$ cat src/hw/rtl/cdrs_pkg.sv
// Shared types and constants for the counter delta/rate/share unit.
// Depends on nothing; imported by cdrs_ctrl, cdrs_dp and the top level.
package cdrs_pkg;

  // Fixed field widths
  localparam int unsigned CNT_W   = 64;  // cumulative counter width
  localparam int unsigned TIME_W  = 63;  // sample time width (ms)
  localparam int unsigned BS_W    = 22;  // bucket_seconds width
  localparam int unsigned DIV_W   = 65;  // divisor width (share total needs a carry bit)
  localparam int unsigned SCALE_W = 16;  // width of the small scale constants
  localparam int unsigned PROD_W  = CNT_W + SCALE_W;
  localparam int unsigned QUO_W   = 64;  // quotient bits produced by the divider
  localparam int unsigned ITER_W  = $clog2(QUO_W);

  // Configuration port
  localparam int unsigned CFG_IDX_W  = 2;
  localparam int unsigned CFG_DATA_W = BS_W;

  localparam logic [CFG_IDX_W-1:0] CFG_SERIES_KIND = 2'd0;
  localparam logic [CFG_IDX_W-1:0] CFG_NUM_SCOPE   = 2'd1;
  localparam logic [CFG_IDX_W-1:0] CFG_DEN_SCOPE   = 2'd2;
  localparam logic [CFG_IDX_W-1:0] CFG_BUCKET_SEC  = 2'd3;

  // Series kinds (any other code means share)
  localparam logic [1:0] KIND_LEVEL = 2'd0;
  localparam logic [1:0] KIND_RATE  = 2'd1;

  // Scale constants: ms per minute, s per minute, percent
  localparam logic [SCALE_W-1:0] SCALE_MIN_MS = 16'd60000;
  localparam logic [SCALE_W-1:0] SCALE_MIN_S  = 16'd60;
  localparam logic [SCALE_W-1:0] SCALE_PCT    = 16'd100;

  typedef enum logic [2:0] {
    ST_OK         = 3'd0,
    ST_NO_ANSWER  = 3'd1,
    ST_NO_PRIOR   = 3'd2,
    ST_RESTART    = 3'd3,
    ST_NO_TRAFFIC = 3'd4
  } cdrs_status_e;

  typedef struct packed {
    logic [1:0]      series_kind;
    logic            num_scope;
    logic            den_scope;
    logic [BS_W-1:0] bucket_seconds;
  } cdrs_cfg_t;

  // Controller to datapath
  typedef struct packed {
    logic capture;  // latch the accepted request
    logic eval;     // classify, form deltas, update the kept bucket
    logic mul;      // form delta * scale
    logic load;     // saturation check, seed the divider
    logic step;     // one quotient bit
    logic emit;     // load the output register
  } cdrs_cmd_t;

  // Datapath to controller
  typedef struct packed {
    logic need_div;
    logic sat;
  } cdrs_sts_t;

endpackage

$ cat src/hw/rtl/cdrs_ctrl.sv
// Sequencer for the counter delta/rate/share unit.
// Depends on cdrs_pkg; drives cdrs_dp through cdrs_cmd_t.
module cdrs_ctrl
  import cdrs_pkg::*;
(
  input  logic      clk_i,
  input  logic      rst_ni,
  input  logic      in_valid_i,
  output logic      in_ready_o,
  output logic      out_valid_o,
  input  logic      out_ready_i,
  input  cdrs_sts_t sts_i,
  output cdrs_cmd_t cmd_o
);

  typedef enum logic [5:0] {
    S_IDLE = 6'b000001,
    S_EVAL = 6'b000010,
    S_MUL  = 6'b000100,
    S_LOAD = 6'b001000,
    S_DIV  = 6'b010000,
    S_EMIT = 6'b100000
  } cdrs_state_e;

  cdrs_state_e       state_q, state_d;
  logic [ITER_W-1:0] iter_q, iter_d;
  logic              out_valid_q, out_valid_d;
  logic              out_free;

  assign out_free    = !out_valid_q || out_ready_i;
  assign in_ready_o  = (state_q == S_IDLE);
  assign out_valid_o = out_valid_q;

  always_comb begin
    state_d     = state_q;
    iter_d      = iter_q;
    out_valid_d = out_valid_q && !out_ready_i;
    cmd_o       = '0;
    unique case (state_q)
      S_IDLE: begin
        if (in_valid_i) begin
          cmd_o.capture = 1'b1;
          state_d       = S_EVAL;
        end
      end
      S_EVAL: begin
        cmd_o.eval = 1'b1;
        state_d    = sts_i.need_div ? S_MUL : S_EMIT;
      end
      S_MUL: begin
        cmd_o.mul = 1'b1;
        state_d   = S_LOAD;
      end
      S_LOAD: begin
        cmd_o.load = 1'b1;
        iter_d     = '0;
        state_d    = sts_i.sat ? S_EMIT : S_DIV;
      end
      S_DIV: begin
        cmd_o.step = 1'b1;
        iter_d     = iter_q + 1'b1;
        if (iter_q == ITER_W'(QUO_W - 1)) begin
          state_d = S_EMIT;
        end
      end
      S_EMIT: begin
        // hold until the output register is free
        if (out_free) begin
          cmd_o.emit  = 1'b1;
          out_valid_d = 1'b1;
          state_d     = S_IDLE;
        end
      end
      default: begin
        state_d = S_IDLE;
      end
    endcase
  end

  always_ff @(posedge clk_i or negedge rst_ni) begin
    if (!rst_ni) begin
      state_q     <= S_IDLE;
      iter_q      <= '0;
      out_valid_q <= 1'b0;
    end else begin
      state_q     <= state_d;
      iter_q      <= iter_d;
      out_valid_q <= out_valid_d;
    end
  end

endmodule

$ cat src/hw/rtl/cdrs_dp.sv
// Datapath for the counter delta/rate/share unit: kept bucket, classifier,
// scale multiplier, bit-serial divider and output register. Depends on cdrs_pkg.
module cdrs_dp
  import cdrs_pkg::*;
#(
  parameter int unsigned FRAC_BITS = 16
) (
  input  logic              clk_i,
  input  logic              rst_ni,
  input  cdrs_cfg_t         cfg_i,
  input  cdrs_cmd_t         cmd_i,
  output cdrs_sts_t         sts_o,
  input  logic              first_bucket_i,
  input  logic              present_i,
  input  logic              backfilled_i,
  input  logic [CNT_W-1:0]  numerator_count_i,
  input  logic [CNT_W-1:0]  denominator_count_i,
  input  logic [TIME_W-1:0] sample_millis_i,
  output logic              value_valid_o,
  output logic [CNT_W-1:0]  value_o,
  output logic [2:0]        status_o
);

  localparam int unsigned NHI_W = PROD_W - QUO_W + FRAC_BITS;

  // captured request
  logic              first_q, present_q, backfilled_q;
  logic [CNT_W-1:0]  num_q, den_q;
  logic [TIME_W-1:0] tms_q;

  // kept bucket
  logic              prior_valid_q, prior_answers_q, prior_backfilled_q;
  logic [CNT_W-1:0]  prior_num_q, prior_den_q;
  logic [TIME_W-1:0] prior_tms_q;

  // work registers
  logic               res_valid_q, div_q, sat_q;
  logic [CNT_W-1:0]   res_value_q;
  cdrs_status_e       res_status_q;
  logic [CNT_W-1:0]   dn_q;
  logic [SCALE_W-1:0] scale_q;
  logic [DIV_W-1:0]   dvsr_q, rem_q;
  logic [PROD_W-1:0]  prod_q;
  logic [QUO_W-1:0]   quo_q;

  // output register
  logic               out_vvalid_q;
  logic [CNT_W-1:0]   out_value_q;
  cdrs_status_e       out_status_q;

  // classification
  logic               answers, comparable, span_pos;
  logic [CNT_W-1:0]   dn, dd, level_val;
  logic [DIV_W-1:0]   total;
  logic [TIME_W-1:0]  span;
  logic               ev_div, ev_valid;
  logic [CNT_W-1:0]   ev_value;
  cdrs_status_e       ev_status;
  logic [SCALE_W-1:0] ev_scale;
  logic [DIV_W-1:0]   ev_dvsr;

  // divider
  logic [NHI_W-1:0]   n_hi;
  logic [QUO_W-1:0]   n_lo;
  logic               sat;
  logic [DIV_W:0]     trial, diff;
  logic               qbit;

  assign answers    = present_q &&
                      (!backfilled_q || (cfg_i.num_scope && cfg_i.den_scope));
  assign comparable = !first_q && prior_valid_q && prior_answers_q &&
                      (prior_backfilled_q == backfilled_q);
  assign dn         = num_q - prior_num_q;
  assign dd         = den_q - prior_den_q;
  assign total      = {1'b0, dn} + {1'b0, dd};
  assign span       = tms_q - prior_tms_q;
  assign span_pos   = tms_q > prior_tms_q;
  assign level_val  = (|num_q[CNT_W-1 -: FRAC_BITS]) ? '1 : (num_q << FRAC_BITS);

  always_comb begin
    ev_div    = 1'b0;
    ev_valid  = 1'b0;
    ev_value  = '0;
    ev_status = ST_OK;
    ev_scale  = SCALE_PCT;
    ev_dvsr   = total;
    priority if (!answers) begin
      ev_status = ST_NO_ANSWER;
    end else if (cfg_i.series_kind == KIND_LEVEL) begin
      ev_valid = 1'b1;
      ev_value = level_val;
    end else if (!comparable) begin
      ev_status = ST_NO_PRIOR;
    end else if (num_q < prior_num_q) begin
      ev_status = ST_RESTART;
    end else if (cfg_i.series_kind == KIND_RATE) begin
      ev_valid = 1'b1;
      if (span_pos) begin
        ev_div   = 1'b1;
        ev_scale = SCALE_MIN_MS;
        ev_dvsr  = DIV_W'(span);
      end else if (cfg_i.bucket_seconds != '0) begin
        ev_div   = 1'b1;
        ev_scale = SCALE_MIN_S;
        ev_dvsr  = DIV_W'(cfg_i.bucket_seconds);
      end
    end else if (den_q < prior_den_q) begin
      ev_status = ST_RESTART;
    end else if (total == '0) begin
      ev_status = ST_NO_TRAFFIC;
    end else begin
      ev_div   = 1'b1;
      ev_valid = 1'b1;
    end
  end

  // dividend = prod << FRAC_BITS, split at the quotient width
  assign n_hi  = prod_q[PROD_W-1 -: NHI_W];
  assign n_lo  = {prod_q[QUO_W-FRAC_BITS-1:0], {FRAC_BITS{1'b0}}};
  assign sat   = DIV_W'(n_hi) >= dvsr_q;
  assign trial = {rem_q, quo_q[QUO_W-1]};
  assign qbit  = trial >= {1'b0, dvsr_q};
  assign diff  = qbit ? (trial - {1'b0, dvsr_q}) : trial;

  assign sts_o.need_div = ev_div;
  assign sts_o.sat      = sat;

  always_ff @(posedge clk_i or negedge rst_ni) begin
    if (!rst_ni) begin
      prior_valid_q      <= 1'b0;
      prior_answers_q    <= 1'b0;
      prior_backfilled_q <= 1'b0;
      prior_num_q        <= '0;
      prior_den_q        <= '0;
      prior_tms_q        <= '0;
    end else if (cmd_i.eval) begin
      // every request replaces the kept bucket
      prior_valid_q      <= 1'b1;
      prior_answers_q    <= answers;
      prior_backfilled_q <= backfilled_q;
      prior_num_q        <= num_q;
      prior_den_q        <= den_q;
      prior_tms_q        <= tms_q;
    end
  end

  always_ff @(posedge clk_i) begin
    if (cmd_i.capture) begin
      first_q      <= first_bucket_i;
      present_q    <= present_i;
      backfilled_q <= backfilled_i;
      num_q        <= numerator_count_i;
      den_q        <= denominator_count_i;
      tms_q        <= sample_millis_i;
    end
    if (cmd_i.eval) begin
      res_valid_q  <= ev_valid;
      res_value_q  <= ev_value;
      res_status_q <= ev_status;
      div_q        <= ev_div;
      dn_q         <= dn;
      scale_q      <= ev_scale;
      dvsr_q       <= ev_dvsr;
    end
    if (cmd_i.mul) begin
      prod_q <= PROD_W'(dn_q) * PROD_W'(scale_q);
    end
    if (cmd_i.load) begin
      sat_q <= sat;
      rem_q <= DIV_W'(n_hi);
      quo_q <= n_lo;
    end
    if (cmd_i.step) begin
      rem_q <= diff[DIV_W-1:0];
      quo_q <= {quo_q[QUO_W-2:0], qbit};
    end
    if (cmd_i.emit) begin
      out_vvalid_q <= res_valid_q;
      out_status_q <= res_status_q;
      priority if (!res_valid_q) begin
        out_value_q <= '0;
      end else if (div_q) begin
        out_value_q <= sat_q ? '1 : quo_q;
      end else begin
        out_value_q <= res_value_q;
      end
    end
  end

  assign value_valid_o = out_vvalid_q;
  assign value_o       = out_value_q;
  assign status_o      = out_status_q;

endmodule

$ cat src/hw/rtl/counter_delta_rate_share.sv
// Top level of the counter delta/rate/share unit.
// Depends on cdrs_pkg, cdrs_ctrl and cdrs_dp.
//
// Usage:
//   Input channel (in_valid_i/in_ready_o) carries one sampled bucket per
//   request. Output channel (out_valid_o/out_ready_i) returns exactly one
//   reading per request: value_valid_o, value_o (unsigned Q(64-F).F) and
//   status_o. Config channel (cfg_valid_i/cfg_ready_o) is always ready;
//   write it only while no request is in flight.
// Sequence:
//   Level readings, absent values and rate with no divisor go from accept
//   through classify to emit; saturated divides add the multiply and
//   saturation-check steps; other rate and share readings also run the
//   one-bit-per-cycle 64-step divider before the emit. The next request
//   is taken in the cycle after the emit.
// Reset:
//   Clears the kept bucket (next rate/share reading reports no prior) and
//   loads series_kind 0, both scopes 1, bucket_seconds 60.
// Stall:
//   A finished result waits in the output register; one further request is
//   accepted and worked on meanwhile, and then holds before its emit step.
module counter_delta_rate_share
  import cdrs_pkg::*;
#(
  parameter int unsigned FRAC_BITS = 16
) (
  input  logic                  clk_i,
  input  logic                  rst_ni,
  // configuration writes
  input  logic                  cfg_valid_i,
  output logic                  cfg_ready_o,
  input  logic [CFG_IDX_W-1:0]  cfg_index_i,
  input  logic [CFG_DATA_W-1:0] cfg_data_i,
  // bucket requests
  input  logic                  in_valid_i,
  output logic                  in_ready_o,
  input  logic                  first_bucket_i,
  input  logic                  present_i,
  input  logic                  backfilled_i,
  input  logic [CNT_W-1:0]      numerator_count_i,
  input  logic [CNT_W-1:0]      denominator_count_i,
  input  logic [TIME_W-1:0]     sample_millis_i,
  // readings
  output logic                  out_valid_o,
  input  logic                  out_ready_i,
  output logic                  value_valid_o,
  output logic [CNT_W-1:0]      value_o,
  output logic [2:0]            status_o
);

  cdrs_cfg_t cfg_q;
  cdrs_cmd_t cmd;
  cdrs_sts_t sts;

  assign cfg_ready_o = 1'b1;

  // Register file: every index of the 2-bit space names a register.
  always_ff @(posedge clk_i or negedge rst_ni) begin
    if (!rst_ni) begin
      cfg_q.series_kind    <= KIND_LEVEL;
      cfg_q.num_scope      <= 1'b1;
      cfg_q.den_scope      <= 1'b1;
      cfg_q.bucket_seconds <= BS_W'(60);
    end else if (cfg_valid_i) begin
      unique case (cfg_index_i)
        CFG_SERIES_KIND: cfg_q.series_kind    <= cfg_data_i[1:0];
        CFG_NUM_SCOPE:   cfg_q.num_scope      <= cfg_data_i[0];
        CFG_DEN_SCOPE:   cfg_q.den_scope      <= cfg_data_i[0];
        CFG_BUCKET_SEC:  cfg_q.bucket_seconds <= cfg_data_i[BS_W-1:0];
        default:         cfg_q                <= cfg_q;
      endcase
    end
  end

  // Sequencer: accept, classify, multiply, check, divide, emit.
  cdrs_ctrl u_ctrl (
    .clk_i       (clk_i),
    .rst_ni      (rst_ni),
    .in_valid_i  (in_valid_i),
    .in_ready_o  (in_ready_o),
    .out_valid_o (out_valid_o),
    .out_ready_i (out_ready_i),
    .sts_i       (sts),
    .cmd_o       (cmd)
  );

  // Kept bucket, arithmetic and the output register.
  cdrs_dp #(
    .FRAC_BITS (FRAC_BITS)
  ) u_dp (
    .clk_i               (clk_i),
    .rst_ni              (rst_ni),
    .cfg_i               (cfg_q),
    .cmd_i               (cmd),
    .sts_o               (sts),
    .first_bucket_i      (first_bucket_i),
    .present_i           (present_i),
    .backfilled_i        (backfilled_i),
    .numerator_count_i   (numerator_count_i),
    .denominator_count_i (denominator_count_i),
    .sample_millis_i     (sample_millis_i),
    .value_valid_o       (value_valid_o),
    .value_o             (value_o),
    .status_o            (status_o)
  );

  // A request occupies the unit: no second accept on the next edge.
  a_busy_after_accept: assert property (@(posedge clk_i) disable iff (!rst_ni)
    in_valid_i && in_ready_o |=> !in_ready_o)
    else $error("request accepted back to back");

  // An absent reading carries zero.
  a_absent_is_zero: assert property (@(posedge clk_i) disable iff (!rst_ni)
    out_valid_o && !value_valid_o |-> value_o == '0)
    else $error("absent reading with nonzero value");

  // Only the ok status goes with a reading.
  a_valid_iff_ok: assert property (@(posedge clk_i) disable iff (!rst_ni)
    out_valid_o |-> (value_valid_o == (status_o == ST_OK)))
    else $error("reading flag and status disagree");

endmodule
$ cat config.mk
export PLATFORM = sky130hd
export DESIGN_NAME = counter_delta_rate_share
export DESIGN_NICKNAME = d
export VERILOG_FILES = /design/src/hw/rtl/cdrs_pkg.sv /design/src/hw/rtl/cdrs_ctrl.sv /design/src/hw/rtl/cdrs_dp.sv /design/src/hw/rtl/counter_delta_rate_share.sv
export SDC_FILE = /design/constraint.sdc
export NUM_CORES = 2
export LEC_CHECK = 0
export ABC_AREA = 1
export BUFFER_PORTS_ARGS = -buffer_cell sky130_fd_sc_hd__clkbuf_2
export CORE_ASPECT_RATIO = 1.5
export CORE_UTILIZATION = 54
export CTS_BUF_LIST = sky130_fd_sc_hd__clkbuf_8
export DETAILED_ROUTE_END_ITERATION = 16
export PLACE_DENSITY = 0.74
export SLEW_MARGIN = 20
export SYNTH_ARGS = -nofsm -noshare
export SYNTH_HDL_FRONTEND = slang
export SYNTH_SLANG_ARGS = --single-unit
$ cat constraint.sdc
create_clock -name clk_i -period 9.8 [get_ports clk_i]
set_input_delay 1.47 -clock clk_i [delete_from_list [all_inputs] [get_ports clk_i]]
set_output_delay 1.47 -clock clk_i [all_outputs]
set_load 0.1 [all_outputs]
==> reports/results.tsv <==
stage	metric	value	unit
critical_path	CP Launch Type	flip-flop	
critical_path	critical path endpoint category	flip-flop	
routing	via count	66320	
critical_path	Required @ worst endpoint	10.49	ns
timing	fmax	128.8	MHz
min_path	HP Start	u_dp.res_status_q[0]$_SDFFCE_PN1N_	
synth	top-area cell type share of the netlist area	0.2546	
synth	xor/xnor share of the synthesized area	0.03582	
cts	H-tree depth	4	
timing	RSZ-0062 raised after global routing	false	
place	Port Buffers	292	
timing	final worst clock skew	0.09139	ns
synth	Commonest cells post-synth	nand2_1 (2,017), inv_1 (1,852), nor2_1 (839), a21oi_1 (696), ha_1 (676)	
timing	final hold vios	0	
routing	Routed Antenna Nets	0	
synth	Synth Area in Compound Gates	0.1211	
timing	Slew Limit Fails	0	
synth	Post-synth EDFFs	657	
floorplan	Die H	466.0	um
finish	share of layout cells above drive strength 1	0.06378	
floorplan	Initial Util	0.5462	
timing	Tcrit/Tclk final	0.7924	
synth	count leader, synth	nand2_1	
outcome	status	completed	
cts	CTS tree	built	
timing	Setup violations, final	0	
routing	initial DRC count	5660	
global_route	initial antenna violation count	25	
place	routability congestion estimate	1.063	
synth	Ys Warns	0	
critical_path	critical path's slowest cell	edfxtp_1	
synth	largest family of logic cells by synthesized area	adder cells	
cts	CTS buffer count	143	
floorplan	Core Box Area	141900	um2
min_path	Hold Path Sink	u_dp.status_o[0]$_DFFE_PP_	
routing	routed wire length	271000	um
floorplan	Die Area	145100	um2
critical_path	crit path kind	reg2reg	
synth	async set or reset register ratio after synthesis	0.2618	
cts	Clock Tree Root	clkbuf_8	
synth	synthesized flop and latch total	890	
critical_path	Top cell by count, worst path	fa_1	
global_route	met3 Use GR	0.06087	
run	Max-cap violations	0	
finish	# nets final	11180	
cts	Clock transition at path regs	0.06	ns
global_route	GR met1 Demand/Resource	0.4307	
synth	Cell Area, Synth	77500	um2
critical_path	R2R Setup Slk	2.03	ns
timing	Setup TNS Final	0	ns
synth	Synth cell types	72	
floorplan	floorplan die width	311.3	um
cts	clk sinks	890	
routing	# DRC	0	
global_route	total track usage	0.3737	
critical_path	critical path, cell by cell	buf_4 > buf_4 > nand2_1 > inv_1 > fa_1 > fa_1 > ha_1 > fa_1 > fa_1 > fa_1 > ha_1 > a21oi_1 > inv_1 > a31oi_1 > inv_1 > a21oi_1 > nor2_1 > a211oi_1 > nand3_1 > nand3_1 > nand2_1 > nand2_1 > nand2_1 > xor2_1	
global_route	gr ovfl total	0	
finish	P&R area growth vs syn	8.558	%
synth	Synth area leader	edfxtp_1	
critical_path	Arrival @ worst endpoint	8.45	ns
synth	Avg Inst Size Synth	8.190	um2
routing	routed len/inst	22.95	um
cts	CTS Hold Buffers Added	0	
floorplan	FP Rows	169	
critical_path	max incr delay on CP	0.98	ns
min_path	hold path depth	0	
synth	synthesized net count	10850	
global_route	largest net degree at the start of global routing	124	
floorplan	num ports	294	
synth	simple-gate share of the synthesized area	0.1764	
routing	DR vias/cell	5.617	
synth	Area contributors post-synth	edfxtp_1 (25%), fa_1 (13%), ha_1 (11%)	
global_route	vias in the first global route	67430	
global_route	global-route wire length before repair	402000	um
cts	CTS resizes	0	
min_path	min-delay worst type	reg2reg	
critical_path	RR Endpoint	u_dp.prod_q[77]$_DFFE_PP_	
critical_path	worst reg2reg path startpoint	u_dp.scale_q[4]$_SDFFCE_PP0N_	
synth	register area share after synthesis	0.3299	
global_route	most used routing layer	met2	
timing	min Tclk post-route	7.766	ns
synth	gate count of the mapped netlist	9463	
critical_path	CP max FO	35	
cts	clock latency reported for the late side of the worst-skew pair	0.99	ns
synth	Post-Synth Adder-Cell Area	0.2362	
cts	postcts setup bufs	0	
timing	Slew @ Worst Pin	1.263	ns
place	HPWL after detailed placement	227200	um
routing	drt pass-1 iters	6	
critical_path	FF-to-FF path depth	24	
timing	max_slew headroom	0.1501	
cts	Longest Clk Path Bufs	3	
global_route	met2 usage	0.6380	
synth	prevailing post-synth register cell	edfxtp_1	
synth	mux cell area share after synthesis	0.001453	
## how the worst max path moves through the flow
stage / from / end / slack (ns) / cells after the start
after CTS: u_dp.scale_q[4]$_SDFFCE_PP0N_ / u_dp.prod_q[77]$_DFFE_PP_ / 2.20 / 24
final: u_dp.scale_q[4]$_SDFFCE_PP0N_ / u_dp.prod_q[77]$_DFFE_PP_ / 2.03 / 24
after global placement: u_dp.scale_q[6]$_SDFFCE_PP1N_ / u_dp.prod_q[75]$_DFFE_PP_ / 2.18 / 18
after floorplan: out_ready_i / u_dp.backfilled_q$_DFFE_PP_ / 2.52 / 4
after detailed placement: u_dp.scale_q[4]$_SDFFCE_PP0N_ / u_dp.prod_q[77]$_DFFE_PP_ / 2.22 / 24
after global routing: u_dp.scale_q[4]$_SDFFCE_PP0N_ / u_dp.prod_q[70]$_DFFE_PP_ / 1.79 / 21
## routing by layer
| metal | share of wire | up-vias |
|---|---|---|
| met2 | 0.48 | 2771 |
| met4 | 0.074 | 12 |
| met5 | 0.00029 | - |
| li1 | - | 31290 |
| met1 | 0.37 | 31480 |
| met3 | 0.068 | 755 |
## registers in the layout, summed over array words and instances, names as in the netlist, 49 cells and up
signal	count
u_dp.prod_q	78
u_dp.dvsr_q	65
u_dp.rem_q	65
u_dp.den_q	64
u_dp.dn_q	64
u_dp.num_q	64
u_dp.prior_den_q	64
u_dp.prior_num_q	64
u_dp.quo_q	64
u_dp.value_o	64
u_dp.prior_tms_q	63
u_dp.tms_q	63
u_dp.res_value_q	49
## cell usage in the layout, fill, tap and decap left out, types with 32 or more instances in the layout
cell,n
a21o_1,32
a21oi_1,696
a31oi_1,126
buf_4,38
clkbuf_2,291
clkbuf_8,152
dfrtp_1,226
edfxtp_1,657
fa_1,492
ha_1,676
inv_1,1883
nand2_1,2015
nand3_1,242
nand3b_1,52
nand4_1,74
nor2_1,835
nor3_1,64
o21a_1,45
o21ai_0,590
o21bai_1,33
xnor2_1,136
xor2_1,181
## cells by family after synthesis
| logic type | count (synthesis) |
|---|---|
| simple gates | 3369 |
| buf+inv | 2012 |
| compound gates | 1696 |
| fa+ha+maj | 1168 |
| flops | 890 |
| xor+xnor | 317 |
| mux | 10 |
| other cells | 1 |
## critical path: cells and delay by family (launching register included)
family	cells	cell delay, ns
AO/OA/AOI/OAI	4	0.88
XOR/XNOR	1	0.14
adder cells (fa/ha/maj)	7	3.21
buffers and inverters	5	1.16
flip-flops	1	0.98
AND/OR/NAND/NOR	7	1.07
## area by class of cell
cell class	count	area (um2)
sequential	890	25570
inverter	1856	6970
multi-input combinational	6561	44330
clock inverter	115	924.6
clock buffer	152	2092
tap	1881	2354
antenna	16	40.04
fill	12970	57750
timing repair buffer	335	1857
## metrics by stage
step | area [um2] | util | setup WS (ns) | hold WS, ns | std cells
4_1_cts | 84090 | 0.5927 | 2.198 | 0.4228 | 11790
5_1_grt | 84120 | 0.5929 | 1.794 | 0.4419 | 11800
3_3_place_gp | 81070 | 0.5714 | 2.182 | 0.4055 | 11520
3_5_place_dp | 81070 | 0.5714 | 2.216 | 0.4167 | 11520
2_1_floorplan | 77500 | - | 2.523 | 0.4003 | 9463
6_report | 84130 | 0.5930 | 2.034 | 0.4249 | 11810
Power is left out: the tool's default activity adds up to more than one toggle a clock period on the data nets, which glitch-free logic cannot reach.
